==> config.mk <==
export PLATFORM = sky130hd
export DESIGN_NAME = tcw_ctrl
export DESIGN_NICKNAME = d
export VERILOG_FILES = /design/src/rtl/tcw_pkg.sv /design/src/rtl/tcw_ctrl.sv
export VERILOG_INCLUDE_DIRS = /design/src /design/src/rtl
export SDC_FILE = /design/constraint.sdc
export NUM_CORES = 1
export LEC_CHECK = 0
export BUFFER_PORTS_ARGS = -buffer_cell sky130_fd_sc_hd__buf_2
export CAP_MARGIN = 0
export CELL_PAD_IN_SITES_DETAIL_PLACEMENT = 0
export CELL_PAD_IN_SITES_GLOBAL_PLACEMENT = 2
export CORE_ASPECT_RATIO = 1.4
export CORE_MARGIN = 2
export CORE_UTILIZATION = 20
export DETAILED_ROUTE_END_ITERATION = 8
export GPL_TIMING_DRIVEN = 0
export PLACE_DENSITY = 0.85
export SLEW_MARGIN = 25
export SYNTH_ARGS = -nofsm -noshare
export SYNTH_HDL_FRONTEND = slang
export SYNTH_SLANG_ARGS = --single-unit
==> constraint.sdc <==
create_clock -name clk -period 1.6 [get_ports clk]
set_input_delay 0 -clock clk [delete_from_list [all_inputs] [get_ports clk]]
set_output_delay 0 -clock clk [all_outputs]
set_load 0.005 [all_outputs]
==> src/rtl/assert_macros.svh <==
// ----------------------------------------------------------------------------
// assert_macros.svh
// Assertion macros used by the console writer controller. The checks compile
// only in simulation and vanish when SYNTHESIS is defined.
// ----------------------------------------------------------------------------
`ifndef ASSERT_MACROS_SVH
`define ASSERT_MACROS_SVH

`ifndef SYNTHESIS

// Clocked check that is switched off while reset is high.
`define TCW_ASSERT(label, clk, rst, prop, msg) \
  label: assert property (@(posedge clk) disable iff (rst) prop) else $error(msg);

// Clocked check that also holds during reset.
`define TCW_ASSERT_ALWAYS(label, clk, prop, msg) \
  label: assert property (@(posedge clk) prop) else $error(msg);

`else

`define TCW_ASSERT(label, clk, rst, prop, msg)
`define TCW_ASSERT_ALWAYS(label, clk, prop, msg)

`endif

`endif

==> src/rtl/tcw_pkg.sv <==
// ----------------------------------------------------------------------------
// tcw_pkg
// Types, constants and codes shared by the text console writer modules.
// ----------------------------------------------------------------------------
`default_nettype none

package tcw_pkg;

  // Default screen geometry.
  localparam int DEF_COLUMNS = 80;
  localparam int DEF_ROWS    = 25;

  // Field widths of the request and result channels.
  localparam int OP_W        = 1;
  localparam int CHAR_W      = 8;
  localparam int ADDR_FLD_W  = 11;
  localparam int CELL_W      = 16;
  localparam int ROW_FLD_W   = 5;
  localparam int COL_FLD_W   = 7;
  localparam int ATTR_W      = 8;

  // Operation codes.
  localparam logic [OP_W-1:0] OP_PUT  = 1'b0;
  localparam logic [OP_W-1:0] OP_READ = 1'b1;

  // Character codes with special meaning.
  localparam logic [CHAR_W-1:0] CH_NEWLINE = 8'd10;
  localparam logic [CHAR_W-1:0] CH_RETURN  = 8'd13;
  localparam logic [CHAR_W-1:0] CH_SPACE   = 8'd32;

  // Reset contents of the screen and reset attribute.
  localparam logic [CELL_W-1:0] BLANK_CELL = 16'h0720;
  localparam logic [ATTR_W-1:0] ATTR_RESET = 8'h07;

  // Controller states.
  typedef enum logic [2:0] {
    ST_CLEAR,
    ST_IDLE,
    ST_EXEC,
    ST_SCROLL,
    ST_BLANK,
    ST_RESULT
  } tcw_state_t;

  // Commands from the controller to the datapath.
  typedef struct packed {
    logic item_load;
    logic cnt_zero;
    logic cnt_inc;
    logic mem_clear;
    logic mem_put;
    logic mem_copy;
    logic mem_blank;
    logic col_zero;
    logic col_inc;
    logic row_inc;
    logic cursor_load;
    logic out_load;
  } tcw_cmd_t;

  // Status from the datapath to the controller.
  typedef struct packed {
    logic [OP_W-1:0] item_op;
    logic            is_newline;
    logic            is_return;
    logic            col_last;
    logic            row_last;
    logic            clear_end;
    logic            copy_end;
    logic            blank_end;
  } tcw_status_t;

endpackage

`default_nettype wire

==> src/rtl/tcw_ctrl.sv <==
// ----------------------------------------------------------------------------
// tcw_ctrl
// Controller of the console writer: sequences the clearing pass, request
// execution, scrolling and delivery of each result.
// ----------------------------------------------------------------------------
`default_nettype none

`include "assert_macros.svh"

module tcw_ctrl (
  input  wire logic                 clk,
  input  wire logic                 rst,
  input  wire logic                 in_valid,
  output logic                      in_stall,
  output logic                      out_valid,
  input  wire logic                 out_stall,
  input  wire tcw_pkg::tcw_status_t status,
  output tcw_pkg::tcw_cmd_t         cmd
);

  import tcw_pkg::*;

  tcw_state_t state;
  tcw_state_t state_next;
  logic       cur_pend;
  logic       cur_pend_next;
  logic       out_valid_next;

  // State, pending cursor update and output valid registers.
  always_ff @(posedge clk) begin
    if (rst) begin
      state     <= ST_CLEAR;
      cur_pend  <= 1'b0;
      out_valid <= 1'b0;
    end else begin
      state     <= state_next;
      cur_pend  <= cur_pend_next;
      out_valid <= out_valid_next;
    end
  end

  // Next state and commands.
  always_comb begin
    state_next    = state;
    cur_pend_next = cur_pend;
    cmd           = '0;
    in_stall      = 1'b1;
    case (state)
      ST_CLEAR: begin
        cmd.mem_clear = 1'b1;
        cmd.cnt_inc   = 1'b1;
        if (status.clear_end) begin
          state_next = ST_IDLE;
        end
      end
      ST_IDLE: begin
        in_stall = 1'b0;
        if (in_valid) begin
          cmd.item_load = 1'b1;
          state_next    = ST_EXEC;
        end
      end
      ST_EXEC: begin
        if (status.item_op == OP_READ) begin
          state_next = ST_RESULT;
        end else if (status.is_newline) begin
          cmd.col_zero = 1'b1;
          if (status.row_last) begin
            cmd.cnt_zero  = 1'b1;
            cur_pend_next = 1'b1;
            state_next    = ST_SCROLL;
          end else begin
            cmd.row_inc = 1'b1;
            state_next  = ST_RESULT;
          end
        end else if (status.is_return) begin
          cmd.col_zero = 1'b1;
          state_next   = ST_RESULT;
        end else begin
          // Printed character: store it, then advance and maybe wrap.
          cmd.mem_put   = 1'b1;
          cur_pend_next = 1'b1;
          if (status.col_last) begin
            cmd.col_zero = 1'b1;
            if (status.row_last) begin
              cmd.cnt_zero = 1'b1;
              state_next   = ST_SCROLL;
            end else begin
              cmd.row_inc = 1'b1;
              state_next  = ST_RESULT;
            end
          end else begin
            cmd.col_inc = 1'b1;
            state_next  = ST_RESULT;
          end
        end
      end
      ST_SCROLL: begin
        cmd.mem_copy = 1'b1;
        if (status.copy_end) begin
          cmd.cnt_zero = 1'b1;
          state_next   = ST_BLANK;
        end else begin
          cmd.cnt_inc = 1'b1;
        end
      end
      ST_BLANK: begin
        cmd.mem_blank = 1'b1;
        cmd.cnt_inc   = 1'b1;
        if (status.blank_end) begin
          state_next = ST_RESULT;
        end
      end
      ST_RESULT: begin
        cmd.cursor_load = cur_pend;
        if (!out_valid || !out_stall) begin
          cmd.out_load  = 1'b1;
          cur_pend_next = 1'b0;
          state_next    = ST_IDLE;
        end
      end
      default: begin
        state_next = ST_CLEAR;
      end
    endcase
  end

  // Output valid is set by a new result and cleared when the result is taken.
  always_comb begin
    if (cmd.out_load) begin
      out_valid_next = 1'b1;
    end else if (out_valid && !out_stall) begin
      out_valid_next = 1'b0;
    end else begin
      out_valid_next = out_valid;
    end
  end

  // A new result never overwrites one that is still waiting.
  `TCW_ASSERT(a_no_overwrite, clk, rst, cmd.out_load |-> (!out_valid || !out_stall), "result overwritten")
  // An accepted request is executed in the next cycle.
  `TCW_ASSERT(a_accept_exec, clk, rst, (in_valid && !in_stall) |=> (state == ST_EXEC), "request not executed")
  // A scroll always ends with a cursor update.
  `TCW_ASSERT(a_scroll_cursor, clk, rst, (state == ST_SCROLL || state == ST_BLANK) |-> cur_pend, "scroll without cursor update")
  // No request is taken during the clearing pass.
  `TCW_ASSERT_ALWAYS(a_clear_stall, clk, (!rst && state == ST_CLEAR) |-> in_stall, "request taken while clearing")

endmodule

`default_nettype wire

Word-level counts from Yosys, hierarchy flattened
Cells that the tools add are included.

Bits of input ports: 12. Word-level logic and storage cells: 77. Register bits: 5. Output and inout port bits: 14.

Eq/ne operators: 13. Reductions and logical operators: 10. Mux-type cells: 51.

Operator list (count): two-way mux 3 bit (12); two-way mux 1 bit (33); case mux 3 bit (6 select lines) (1); != test 2 bit (second input constant) (6); AND reduction 5 bit (2); equality test 3 x 2 -> 1 bit (second input constant) (2); equality test 3 bit (second input constant) (2); != test 3 bit (second input constant) (2); case mux 1 bit (2 select lines) (3); two-way mux 2 bit (2); nonzero test 2 bit (2); equality test 3 x 1 -> 1 bit (second input constant) (1); zero test 3 bit (1); zero test 1 bit (2); OR reduction 2 bit (1); logical AND 1 bit (1); logical OR 1 bit (1).

Depth between registers and ports, before layout
Gate-level depths: netlist of run 1.

Depth in word-level cells: 6. Depth in mapped cells: 4.

Worst setup path before layout of run 1
No wires, ideal clock.

Path type: register to register. From: register state[0]. To: register state[1]. Path slack: 0.392 ns. Cell stages (with the launch flop): 4. Arrival: 1.140 ns. Setup time: 0.068 ns. Cell sequence: dfxtp_1 > or4b_4 > o21bai_4 > o2bb2ai_2.

Longest elaborated chain between the ends: 3.

RTL lines: from (decl) (RTL line tcw_ctrl.sv:23) `tcw_state_t state;`; from (signal assigned) (RTL line tcw_ctrl.sv:36) `state <= state_next;`; equality test 3 bit, or another cell as far along (RTL line tcw_ctrl.sv:48) `case (state)`; != test 2 bit (no line); AND reduction 5 bit (no line).

Several ways; a longest one is shown, not always the timed one. A chain may end at the register's enable or synchronous reset.

==> flow_metrics.py, run 1 <==
metrics = {
    "drt": {
        "routedWlPerCell_um": 10.48,
        "drtIter0Drc": 3,
        "routed_via_density": 4.596,
        "ant_nets": 0,
        "vias": 478,
        "first_pass_iters": 4,
        "drc": 0,
        "wirelength_um": 1090,
    },
    "timing": {
        "fin_crit_sh_pct": 94.52,
        "hold_violations": 0,
        "fin_hold_ws_ns": 0.01704,
        "skew_ns": 0.002342,
        "setup-violations-final": 0,
        "tightest_slew_ns": 0.3178,
        "relSlewSlack_pct": 78.26,
        "period_minus_slack_ns": 1.512,
        "maxSlewViolCount": 0,
        "rsz0062_at_grt": "false",
        "tns_ns": 0,
        "fmax_ghz": 0.6612,
    },
    "outcome": {
        "outcome": "finished, final reports clean",
    },
    "clock_network": {
        "cts_tree": "done",
        "htreeDepth": 1,
        "root_buffer": "clkbuf_4",
        "hold_buffers": 0,
        "clk_pin_slew_ns": 0.05,
        "clk_latency_ns": 0.25,
        "clock_path_buffers": 2,
        "cts_resized": 0,
        "cts.sinks": 5,
        "post_cts_buffers": 0,
        "cts_buffers": 3,
    },
    "critical_path": {
        "crit_fanout": 6,
        "regToRegStartpoint": "state[0]",
        "reg2reg_to": "state[1]",
        "worstSetupPathType": "flop to output pin",
        "r2r.worst_path.cells": 3,
        "crit_path_start_kind": "flop",
        "end_kind": "output pin",
        "required_ns": 1.60,
        "ff2ff_setup_slack_ns": 0.33,
        "cp_data_arrival_time_ns": 1.51,
    },
    "finish": {
        "fin_util_pct": 30.37,
        "fin_area_sq_um": 599.3,
        "syn2layout_area_growth_pct": 43.41,
        "layout-drive-gt1-share_pct": 44.58,
        "fin_nets": 96,
        "insertedDiodeCount": 0,
    },
    "grt": {
        "overflow": 0,
        "grt_pass1_vias": 470,
        "grt_pass1_wl_um": 1835,
        "antenna_found_initial": 0,
        "grt_max_degree": 11,
        "grtUsageTotal_pct": 9.994,
    },
    "place": {
        "hpwlAfterDp_um": 865.2,
        "place_congestion": 0.7298,
        "io_buffers": 25,
        "dpl-instance-area_sq_um": 569.3,
    },
    "synthesis": {
        "ys_seq_elements": 5,
        "postSynthAreaPerCell_sq_um": 7.739,
        "synth.cell_area_sq_um": 417.9,
        "seq_area_frac_synth_pct": 23.95,
        "syn-num-nets": 66,
        "synth_cell_types": 28,
        "postSynthCellCount": 54,
        "ys_warn_count": 0,
    },
    "die": {
        "dieArea_sq_mm": 0.002476,
        "die_width_um": 42.63,
        "fp-row-count": 19,
        "io_pins": 26,
        "dieHeight_um": 58.09,
        "coreArea_sq_mm": 0.001973,
        "initial_utilization_pct": 21.18,
    },
    "min_path": {
        "hold_depth": 2,
        "hold_end": "out_valid",
        "hold_path.class": "primary input to flop",
        "holdCritStartpoint": "rst",
    },
    "power": {
        "ir_drop_v": 0.0001978,
        "p_leak_nw": 0.2801,
        "power_density_mw_per_mm2": 659.4,
        "power_mw": 0.3952,
    },
    "run": {
        "maxCapViolations": 0,
    },
}
-- cells in the mapped netlist --
master	instances	area, sq um
nand3b_1	1	7.510
buf_2	3	15.01
mux2i_1	1	10.01
nand2_1	3	11.26
o32ai_1	1	8.760
a2111oi_0	1	8.760
o22ai_1	1	6.260
o2bb2ai_2	1	15.01
inv_1	2	7.510
a21oi_1	4	20.02
a21o_1	1	7.510
nor3_1	3	15.01
buf_4	1	7.510
nor2_2	1	6.260
and3b_1	1	8.760
or4b_4	1	13.76
nor3b_1	2	15.01
a211oi_1	1	7.510
dfxtp_1	5	100.1
o211ai_1	1	7.510
nand2b_1	5	31.28
nor2b_1	2	12.51
nor4_1	1	6.260
o21a_1	1	7.510
or3b_1	1	8.760
o21bai_4	1	18.77
o31ai_1	1	7.510
nor2_1	7	26.28
-- registers in the layout (all words and copies together) (netlist names) --
register,cells
cur_pend,1
state,3
out_valid,1
-- cell usage in the layout (no fill, tap or decap), drive strengths merged --
cell type,count
mux2i,1
and3b,1
nand2b,5
o211ai,1
nand2,3
o31ai,1
a21oi,4
nand3b,1
dfxtp,5
nor2b,2
nor3,3
or3b,1
clkbuf,5
buf,28
a2111oi,1
a211oi,1
nor3b,2
o21a,1
or4b,1
inv,2
o2bb2ai,1
o21bai,1
a21o,1
o22ai,1
nor4,1
nor2,8
o32ai,1
-- logic make-up after synthesis --
family	Yosys count	share of synthesized area, %
multiplexers	1	2.395
flip-flops	5	23.95
AND/OR/NAND/NOR	28	38.92
buffers and inverters	6	7.186
AO/OA/AOI/OAI	14	27.55
-- final cells by class --
cell class / instances / area, sq um
Sequential cell: 5 / 101.3
Timing Repair Buffer: 25 / 125.1
Multi-Input combinational cell: 43 / 287.8
Inverter: 2 / 7.507
Tap cell: 21 / 26.28
Clock buffer: 4 / 26.28
Fill cell: 224 / 1374
Buffer: 4 / 25.02
-- through the flow --
stage               std cells  setup slack (ns)
finish                    104           0.08770
detailed placement        100            0.3084
global placement          100            0.3031
floorplan                  54            0.3920
CTS                       104           0.05137
global route              104           0.01753
-- critical path: stages (launching register included) --
cell	delay [ns]
dfxtp_2	0.34
or4b_4	0.55
o21bai_4	0.20
nor2_2	0.07
buf_2	0.11
-- how the worst max path moves through the flow --
stage                  start        to  slack, ns  cells after the start
global route        state[0]    cmd[2]       0.02                      4
finish              state[0]    cmd[2]       0.09                      4
global placement    state[0]  state[1]       0.30                      3
detailed placement  state[0]  state[1]       0.31                      3
floorplan           state[0]  state[1]       0.39                      3
CTS                 state[0]    cmd[2]       0.05                      4
-- where the power goes --
group          switching [mW]  total, mW  internal [mW]
registers             0.00651      0.138          0.132
logic                  0.0533      0.105         0.0519
clock network          0.0568      0.151         0.0946
total                   0.117      0.395          0.279
-- routing by layer --
layer	global-route usage [%]	routed length (um)	up-vias
li1	-	-	252
met1	10.02	444	205
met2	16.67	549	17
met3	2.181	54	4
met4	9.375	40	0
met5	0	0	-
Power figures use the tool's default switching activity.
==> run 2: changes to the inputs <==
--- a/config.mk
+++ b/config.mk
@@ -9,13 +9,12 @@
 export BUFFER_PORTS_ARGS = -buffer_cell sky130_fd_sc_hd__buf_2
 export CAP_MARGIN = 0
 export CELL_PAD_IN_SITES_DETAIL_PLACEMENT = 0
-export CELL_PAD_IN_SITES_GLOBAL_PLACEMENT = 2
-export CORE_ASPECT_RATIO = 1.4
+export CELL_PAD_IN_SITES_GLOBAL_PLACEMENT = 1
 export CORE_MARGIN = 2
-export CORE_UTILIZATION = 20
+export CORE_UTILIZATION = 26
 export DETAILED_ROUTE_END_ITERATION = 8
 export GPL_TIMING_DRIVEN = 0
-export PLACE_DENSITY = 0.85
+export PLACE_DENSITY = 0.84
 export SLEW_MARGIN = 25
 export SYNTH_ARGS = -nofsm -noshare
 export SYNTH_HDL_FRONTEND = slang
==> run 2 against run 1 <==
Against the previous run: power decreased by 2.1%; wire length shrank 8.3%; combinational power is essentially flat; global-route usage increased by 1.2 points; die area decreased by 21%; cell area fell by 0.63%; maximum frequency down 0.25%; clock skew decreased by 0.00073 ns; hold slack better by 0.011 ns; register-to-register slack got worse by 0.02 ns; setup slack worse by 0.0039 ns.
==> flow_metrics.py, run 2 (synthesis gave the netlist of run 1 again) <==
metrics = {
    "critical_path": {
        "path_cells": "or4b_4 -> o21bai_4 -> nor2_2 -> buf_2",
        "end_kind": "output pin",
        "worstSetupPathType": "flop to output pin",
        "cp_slowest_cell": "or4b_4",
        "crit_fanout": 6,
        "crit_path_start_kind": "flop",
        "cpPeakStageDelay_ns": 0.56,
        "ff2ff_setup_slack_ns": 0.31,
        "required_ns": 1.60,
        "cp_data_arrival_time_ns": 1.52,
    },
    "outcome": {
        "outcome": "finished, final reports clean",
    },
    "drt": {
        "first_pass_iters": 4,
        "routed-wl-met2_um": 451,
        "route.met3.wl_um": 71,
        "drc": 0,
        "routedWlPerCell_um": 10.09,
        "wirelength_um": 999,
        "vias": 475,
        "routed_via_density": 4.798,
        "ant_nets": 0,
        "drtIter0Drc": 7,
        "highest_layer": "met3",
        "wl_met1_um": 476,
    },
    "grt": {
        "grt_pass1_vias": 402,
        "overflow": 0,
        "grt_max_degree": 11,
        "grt_pass1_wl_um": 1669,
        "grtUsageTotal_pct": 11.17,
        "antenna_found_initial": 0,
    },
    "power": {
        "power_density_mw_per_mm2": 649.8,
        "p_leak_nw": 0.2794,
        "ir_drop_v": 0.0003289,
    },
    "clock_network": {
        "clock_path_buffers": 2,
        "clk_latency_ns": 0.24,
        "htreeDepth": 1,
        "cts_buffers": 3,
        "cts_tree": "done",
        "clk_pin_slew_ns": 0.04,
        "cts.sinks": 5,
        "root_buffer": "clkbuf_4",
        "post_cts_buffers": 0,
    },
    "timing": {
        "fmax_ghz": 0.6596,
        "hold_violations": 0,
        "rsz0062_at_grt": "false",
        "relSlewSlack_pct": 77.03,
        "tns_ns": 0,
        "skew_ns": 0.001614,
        "tightest_slew_ns": 0.3359,
        "fin_hold_ws_ns": 0.02811,
        "setup-violations-final": 0,
        "fin_crit_sh_pct": 94.76,
        "period_minus_slack_ns": 1.516,
        "maxSlewViolCount": 0,
        "setup_slack_ns": 0.08385,
    },
    "die": {
        "dieArea_sq_mm": 0.001944,
        "coreArea_sq_mm": 0.001506,
        "fp-row-count": 14,
        "io_pins": 26,
        "die_width_um": 44.09,
        "initial_utilization_pct": 27.74,
        "dieHeight_um": 44.09,
    },
    "finish": {
        "syn2layout_area_growth_pct": 42.51,
        "n_fill_cell": 166,
        "final_cell_mix": "buf_2, nor2_1, nand2b_1, dfxtp_1, clkbuf_4",
        "largest-register": "state",
        "largest_reg_flops": 3,
        "fin_util_pct": 39.53,
        "insertedDiodeCount": 0,
        "largestRegisters": "state x3, cur_pend x1, out_valid x1",
        "layout-drive-gt1-share_pct": 44.58,
        "final_common_cell": "buf_2",
        "fin_nets": 96,
    },
    "run": {
        "maxCapViolations": 0,
    },
    "place": {
        "io_buffers": 25,
        "post-place-ws_ns": 0.3139,
        "place_congestion": 0.6891,
        "hpwlAfterDp_um": 812.3,
    },
    "min_path": {
        "hold_path.class": "primary input to flop",
    },
}
[run 2: cell counts in the layout (fill, tap and decap cells not counted)]
Identical to the previous run, type by type.
[run 2: worst max-delay path, delay by kind of cell (launching register included)]
family,cells,cell delay [ns]
AO/OA/AOI/OAI,1,0.20
buffers and inverters,1,0.10
AND/OR/NAND/NOR,2,0.63
flip-flops,1,0.35
[run 2: area by class of cell]
| type | count | area (sq um) | area share, % |
|---|---|---|---|
| plain buffers | 4 | 25.02 | 4.202 |
| clock buffers | 4 | 26.28 | 4.412 |
| inverters | 2 | 7.507 | 1.261 |
| multi-input cells | 43 | 291.5 | 48.95 |
| flip-flops and latches | 5 | 100.1 | 16.81 |
| well taps | 16 | 20.02 | 3.361 |
| repair buffers | 25 | 125.1 | 21.01 |
[run 2: timing repair]
item,4_1_cts,5_1_grt
hold buffers,0,0
resized for setup,0,2
endpoints found under the setup margin,0,1
hold endpoints to repair,0,0
[run 2: routing by layer]
metal | GRT usage (%) | vias to the layer above
met5 | 0 | -
li1 | - | 251
met3 | 2.857 | 0
met1 | 16.37 | 209
met4 | 3.636 | 0
met2 | 15.88 | 15
[run 2: report_power, final]
part	total, mW	internal [mW]	switching [mW]	leakage, nW
logic	0.105	0.0520	0.0534	0.224
clock network	0.144	0.0942	0.0499	0.0150
registers	0.138	0.131	0.00623	0.0407
total	0.387	0.278	0.109	0.279
[run 2: stage by stage]
stage | cell area (sq um) | instances | power (mW)
after detailed placement | 563.0 | 95 | 0.2436
after global routing | 595.6 | 99 | 0.4146
after global placement | 563.0 | 95 | 0.2431
final | 595.6 | 99 | 0.3870
after CTS | 589.3 | 99 | 0.3916
after floorplan | 417.9 | 54 | 0.1973
[run 2: worst paths after layout]
kind	startpoint	endpoint	cells after the start
worst min-delay path	rst	out_valid	2
worst min register to register	cur_pend	cur_pend	2
worst max register to register	state[0]	state[1]	3
worst max-delay path	state[0]	cmd[2]	4
==> run 3: changes to the inputs <==
--- a/config.mk
+++ b/config.mk
@@ -14,7 +14,7 @@
 export CORE_UTILIZATION = 26
 export DETAILED_ROUTE_END_ITERATION = 8
 export GPL_TIMING_DRIVEN = 0
-export PLACE_DENSITY = 0.84
+export PLACE_DENSITY = 0.85
 export SLEW_MARGIN = 25
 export SYNTH_ARGS = -nofsm -noshare
 export SYNTH_HDL_FRONTEND = slang
==> run 3 against run 2 <==
Against the previous run: sequential power hardly changed; sequential share of layout area is 0.18 points higher; cell count stayed put; power is 0.24% lower; hold slack worse by 0.00061 ns; core utilization is 0.42 points lower; clock power hardly changed; setup slack worse by 0.0096 ns; via count is 1.9% higher; sequential cell count stayed put; clock-buffer cell count stayed put; critical path type unchanged; largest power group unchanged; highest routed layer is now met4.
==> flow_metrics.py, run 3 (synthesis gave the netlist of run 1 again) <==
metrics = {
    "finish": {
        "final_common_cell": "buf_2",
        "largestRegisters": "state x3, cur_pend x1, out_valid x1",
        "syn2layout_area_growth_pct": 41.02,
        "insertedDiodeCount": 0,
        "layout-drive-gt1-share_pct": 43.37,
        "largest_reg_flops": 3,
        "fin_util_pct": 39.12,
        "final_cell_mix": "buf_2, nor2_1, nand2b_1, dfxtp_1, a21oi_1",
        "largest-register": "state",
        "fin_nets": 96,
    },
    "critical_path": {
        "worst-path-buf-inv": 1,
        "end_kind": "output pin",
        "required_ns": 1.60,
        "crit_fanout": 6,
        "cp_top_family": "simple AND/OR/NAND/NOR gates",
        "path_cells": "or4b_4 -> o21bai_4 -> nor2_2 -> buf_2",
        "cp_slowest_cell": "or4b_4",
        "worstSetupPathType": "flop to output pin",
        "crit_path_start_kind": "flop",
        "cpPeakStageDelay_ns": 0.56,
        "cp_data_arrival_time_ns": 1.53,
    },
    "clock_network": {
        "cts_buffers": 3,
        "post_cts_buffers": 0,
        "clock_path_buffers": 2,
        "clk_pin_slew_ns": 0.04,
        "cts_tree": "done",
        "hold_buffers": 0,
        "clk_latency_ns": 0.24,
        "root_buffer": "clkbuf_4",
        "htreeDepth": 1,
        "cts.sinks": 5,
        "cts_resized": 0,
    },
    "power": {
        "p_leak_nw": 0.2798,
        "power_density_mw_per_mm2": 655.1,
        "ir_drop_v": 0.0003992,
    },
    "min_path": {
        "hold_path.class": "primary input to flop",
    },
    "timing": {
        "period_minus_slack_ns": 1.526,
        "setup-violations-final": 0,
        "maxSlewViolCount": 0,
        "tns_ns": 0,
        "fin_crit_sh_pct": 95.36,
        "tightest_slew_ns": 0.4535,
        "fmax_ghz": 0.6554,
        "rsz0062_at_grt": "false",
        "skew_ns": 0.001405,
        "hold_violations": 0,
        "relSlewSlack_pct": 68.98,
    },
    "grt": {
        "antenna_found_initial": 0,
        "overflow": 0,
        "grt_pass1_wl_um": 1752,
        "grtUsageTotal_pct": 12.17,
        "grt_pass1_vias": 439,
        "grt_max_degree": 11,
    },
    "drt": {
        "first_pass_iters": 4,
        "highest_layer": "met4",
        "drtIter0Drc": 8,
        "routedWlPerCell_um": 10.51,
        "routed_via_density": 4.889,
        "route.met3.wl_um": 62,
        "vias": 484,
        "wirelength_um": 1040,
        "wl_met1_um": 495,
        "drc": 0,
        "routed-wl-met2_um": 474,
        "ant_nets": 0,
    },
    "outcome": {
        "outcome": "finished, final reports clean",
    },
    "place": {
        "hpwlAfterDp_um": 800.4,
        "place_congestion": 0.7154,
        "io_buffers": 25,
    },
    "die": {
        "initial_utilization_pct": 27.74,
        "coreArea_sq_mm": 0.001506,
        "fp-row-count": 14,
        "dieHeight_um": 44.09,
        "die_width_um": 44.09,
        "dieArea_sq_mm": 0.001944,
        "io_pins": 26,
    },
    "run": {
        "maxCapViolations": 0,
    },
}
==> run 3: cell types whose count changed in the layout (fill, tap and decap cells not counted) <==
cell      before  now
a21oi_1        3    4
a21oi_2        1    0
buf_2         27   28
clkbuf_4       4    3
==> run 3: final cells by class <==
type	count	area, sq um
multi-input combinational	43	287.8
fill	172	917.1
sequential	5	100.1
timing repair buffer	25	125.1
buffer	4	22.52
clock buffer	4	26.28
inverter	2	7.507
tap	16	20.02
==> run 3: worst paths after layout <==
path	from	end	slack [ns]	depth (start not counted)
hold reg to reg	cur_pend	cur_pend	0.49	2
setup reg to reg	state[0]	state[1]	0.29	3
setup / recovery	state[0]	cmd[2]	0.07	4
hold / removal	rst	out_valid	0.03	2
==> run 3: worst register-to-register path, cell delays in order (launching register included) <==
cell and delay, ns:
dfxtp_1 0.35, or4b_4 0.56, o21bai_4 0.20, o2bb2ai_2 0.13
==> run 3: layer usage <==
metal / global-route usage [%] / up-vias
li1: - / 255
met1: 13.82 / 214
met2: 20.88 / 13
met3: 3.673 / 2
met4: 5.455 / 0
met5: 0 / -
==> run 3: through the flow <==
step	instances	hold slack [ns]	power (mW)	setup slack, ns	area, sq um
after floorplan	54	0.02202	0.1973	0.3920	417.9
after detailed placement	95	0.2724	0.2434	0.3027	563.0
after global routing	99	0.05435	0.4092	0.002190	589.3
final	99	0.02749	0.3861	0.07423	589.3
after CTS	99	0.02523	0.3941	0.05671	589.3
after global placement	95	0.2700	0.2433	0.2952	563.0
==> run 3: where the power goes <==
| group | switching (mW) | internal, mW | total (mW) |
|---|---|---|---|
| Clock | 0.0497 | 0.0942 | 0.144 |
| Sequential | 0.00643 | 0.131 | 0.138 |
| Combinational | 0.0538 | 0.0506 | 0.104 |
| Total | 0.110 | 0.276 | 0.386 |
